[config.mk]
export PLATFORM = sky130hd
export DESIGN_NAME = kmm_ram
export DESIGN_NICKNAME = d
export VERILOG_FILES = /design/src/kmm_ram.sv
export SDC_FILE = /design/constraint.sdc
export NUM_CORES = 1
export LEC_CHECK = 0
export BUFFER_PORTS_ARGS = -buffer_cell sky130_fd_sc_hd__buf_2
export CAP_MARGIN = 20
export CORE_ASPECT_RATIO = 0.6
export CORE_MARGIN = 10
export CORE_UTILIZATION = 54
export CTS_CLUSTER_DIAMETER = 120
export DETAILED_ROUTE_END_ITERATION = 8
export MAX_ROUTING_LAYER = met4
export PLACE_DENSITY = 0.78
export RECOVER_POWER = 100
export SLEW_MARGIN = 30
export SYNTH_ARGS = -nofsm -noshare
export SYNTH_HDL_FRONTEND = slang
export SYNTH_SLANG_ARGS = --single-unit
[constraint.sdc]
create_clock -name clock -period 2 [get_ports clock]
set_clock_uncertainty 0.15 [all_clocks]
set_input_delay 0.3 -clock clock [delete_from_list [all_inputs] [get_ports clock]]
set_output_delay 0.3 -clock clock [all_outputs]
set_load 0.005 [all_outputs]
[src/kmm_ram.sv]
// generic single write, single read ram with registered read data
// no dependencies
`timescale 1ns / 1ps
`default_nettype none

module kmm_ram #(
   parameter int WIDTH = 8,
   parameter int DEPTH = 16
) (
   input  wire logic                                  clock,
   input  wire logic                                  wr_en,
   input  wire logic [((DEPTH > 1) ? $clog2(DEPTH) : 1)-1:0] wr_addr,
   input  wire logic [WIDTH-1:0]                      wr_data,
   input  wire logic [((DEPTH > 1) ? $clog2(DEPTH) : 1)-1:0] rd_addr,
   output logic [WIDTH-1:0]                           rd_data
);

   logic [WIDTH-1:0] mem_ff [DEPTH];
   logic [WIDTH-1:0] rd_data_ff;

   always_ff @(posedge clock) begin
      if (wr_en) begin
         mem_ff[wr_addr] <= wr_data;
      end
      rd_data_ff <= mem_ff[rd_addr];
   end

   assign rd_data = rd_data_ff;

endmodule

`default_nettype wire

Yosys cells after proc, flatten, opt, wreduce, memory -nomap -nowiden
Memory sizes are Yosys's and may differ from the RTL's. A register that Yosys moved wholly into a read port is not among the register bits.
Index checks and enable logic that the tools add are counted.
{"block": "totals", "register_bits": 0, "ram_bits": 128, "inputBits": 18, "out_inout_bits": 8, "wordCells": 3, "memories": 1}
{"block": "op_classes", "n_mux": 2}
{"name": "mem_ff", "words": 16, "width": 8, "rd": 1, "rd_clocked_by_memory_dff": 1, "write_ports": 1, "line_no": "18", "text": "logic [WIDTH-1:0] mem_ff [DEPTH];"}
{"cell": "1-bit 2-to-1 mux", "count": 2}

Depth between registers and ports, before layout
{"block": "logic_depth", "depth_word": 2, "mapped_depth": 5, "mapped_depth_nobuf": 3}

Worst setup path after synthesis
No wires, ideal clock.
{"block": "synth_timing", "path_type": "input-to-reg", "start": "in wr_addr[2] (netlist bit)", "end": "mem mem_ff[0][0] (enable)", "setup_ns": 0.383, "t_arrival_ns": 1.410, "required_ns": 1.467, "path_slack_ns": 0.057, "path_stages": 2, "path_buffers": 0, "cell_sequence": "or3b_2 nor3_1"}
{"element": "start: declaration", "line_no": "12", "text": "input wire logic [((DEPTH > 1) ? $clog2(DEPTH) : 1)-1:0] wr_addr,"}
{"element": "end: declaration", "line_no": "18"}
Straight into the memory's write port.

Worst setup path after layout
{"block": "layout_timing", "start": "in wr_addr[2] (netlist bit)", "end": "mem mem_ff[0][1] (enable)"}
Straight into the memory's write port.

==> results.cfg <==
[routing]
wl_met2_um = 4430
drt_iter0_markers = 205
dr.pass1.iters = 4
drt-wirelength-per-cell_um = 23.1
wl_met1_um = 4290
wl_met3_um = 1000
highest_layer = met4
vias = 2420
drt-vias-per-instance = 5.69
postRouteWirelength_um = 9820
drc_errors = 0
detail-route-antenna-nets = 0

[logic_synthesis]
synth_nets = 247
async_flop_share_pct = 0
synthTopCellsByCount = edfxtp_1, mux4_2, a22oi_1
synth_compound_area_share_pct = 2.33
synthSimpleGateAreaFrac_pct = 3.18
synthAdderAreaFrac_pct = 0
muxShareOfSynthArea_pct = 15.0
synth_seq_area_share_pct = 77.8
syn_avg_cell_area_um2 = 22.5
synth_top_cell_by_area = edfxtp_1
syn_area_um2 = 5150
yosysTopAreaCellShare_pct = 74.7
synth_edf_count = 128
yosys_warnings = 0
synth.distinct_cells = 19
synth_area_leaders = edfxtp_1, mux4_2, mux4_1
synth_flop_cell = edfxtp_1
yosysMostFrequentCell = edfxtp_1
netlist_instances = 229
ys_seq_elements = 136
yosys.area_share.xor_xnor_pct = 0
synth_top_family_by_area = multiplexers

[power_and_ir_drop]
p_clk_share_pct = 48.5
p_comb_share_pct = 4.1
p_seq_share_pct = 47.4
netSwitchingFraction_pct = 18.9
peakVddDrop_v = 0.000784
switchingPower_mw = 1.28
p_leak_nw = 1.98
power_density_nw_per_um2 = 1120
p_int_mw = 5.49

[clock_tree]
cts_setup_buffers = 0
insertion_delay_ns = 0.41
cts_tree = yes
postCtsHoldBufs = 0
htreeDepth = 4
numCtsBuffers = 17
cts_resized = 0
cts_root_buf = clkbuf_16
cts.sink_count = 136
cts_buffer_depth = 2
clkTransAtPathRegs_ns = 0.06

[timing]
slew_violations = 0
hold_ws_ns = 0.250
hold_viol = 0
worst_pin_slew_ns = 0.853
fin_crit_sh_pct = 83.2
relSlewSlack_pct = 43.0
finalCriticalPeriod_ns = 1.66
rsz0062_at_grt = no
setup_viol = 0
finalSetupTns_ns = 0
max_freq_ghz = 0.601

[die]
rows = 27
start_util_pct = 55.8
die_area_um2 = 14000
coreArea_um2 = 9220
fp.dieW_um = 146
die_h_um = 95.6
io_pins = 26

[grt]
first_global_vias = 2582
track_usage_pct = 15.8
grt_first_pass_wirelength_um = 15300
antenna_found_initial = 0
overflow = 0
grt_max_degree = 33

[status]
outcome = finished clean

[worst_setup_path]
cp-start-kind = input port
critPathCaptureType = flip-flop
crit_start = wr_addr[2]
path_class = input port to flip-flop
r2r_start = mem_ff[1][5]
cp_max_fo = 8
critPathArrivalTime_ns = 1.56
cp_data_required_time_ns = 1.89

[cells_and_area]
utilization_pct = 65.8
finalNonFillerCells = 425
diodes = 0
drive_above_1_share_pct = 20.0
finalInstanceArea_um2 = 6070
fillers = 651
area_growth_pct = 17.9
fin_nets = 301

[place]
dpl.hpwl_um = 6170
placedCellCount = 394
gp_congestion = 0.762
portBuffers = 25
place_area_um2 = 5520

[job]
cap_violations = 0

[min_path]
hold_class = input port to flip-flop
hp-start = wr_data[3]
per-layer routing:
metal	vias up	global-route usage [%]
met1	1235	20.4
met4	0	6.47
met2	95	21.6
met3	8	6.81
met5	-	-
li1	1082	-
stage by stage:
step / power [mW] / worst slack [ns]
global route: 7.00 / 0.290
CTS: 6.84 / 0.510
global placement: 3.55 / 0.120
finish: 6.77 / 0.337
floorplan: 3.42 / 0.0571
detailed placement: 3.56 / 0.124
sequential cells by signal (all words and copies together), names as in the netlist:
register and flops:
rd_data 8, mem_ff 128
layout by cell type (no fill, tap or decap), drive strengths merged:
cell type / count
a22oi: 16
and2b: 1
nor2: 13
buf: 10
nand2: 9
nor2b: 1
dfxtp: 8
and2: 1
mux4: 32
nor3: 4
bufinv: 5
clkbuf: 52
nand2b: 2
nand3: 1
nand3b: 2
clkinv: 5
clkinvlp: 4
or3b: 1
edfxtp: 128
critical path, cell delays in order:
cell	delay [ns]
clkbuf_1	0.10
or3b_2	0.52
nor3_1	0.15
clkbuf_1	0.48
path summary, 6_finish.rpt:
| kind | slack [ns] | cells past startpoint | end |
|---|---|---|---|
| setup / recovery | 0.34 | 4 | mem_ff[0][1] |
| hold / removal | 0.25 | 1 | mem_ff[12][3] |
| setup reg to reg | 0.52 | 3 | rd_data[5] |
| hold reg to reg | 0.52 | 3 | rd_data[2] |
cell families after synthesis:
kind of cell / after synthesis
flip-flops: 136
AND/OR/NAND/NOR: 35
multiplexers: 32
AO/OA/AOI/OAI: 16
buffers and inverters: 10
final cells by class:
type	count	area, um^2	area share (%)
Sequential cell	136	4000	66.0
Tap cell	130	163	2.68
Clock inverter	14	206	3.40
Timing Repair Buffer	45	215	3.54
Multi-Input combinational cell	83	1060	17.4
Clock buffer	17	425	7.01
power by group through the flow:
stage                     Sequential, mW  Clock, mW  Combinational (mW)
after floorplan                     3.26          0               0.162
after global placement              3.26          0               0.283
after detailed placement            3.27          0               0.293
after CTS                           3.21       3.34               0.295
after global routing                3.21       3.48               0.305
final                               3.21       3.29               0.277
Power figures use the tool's default switching activity.
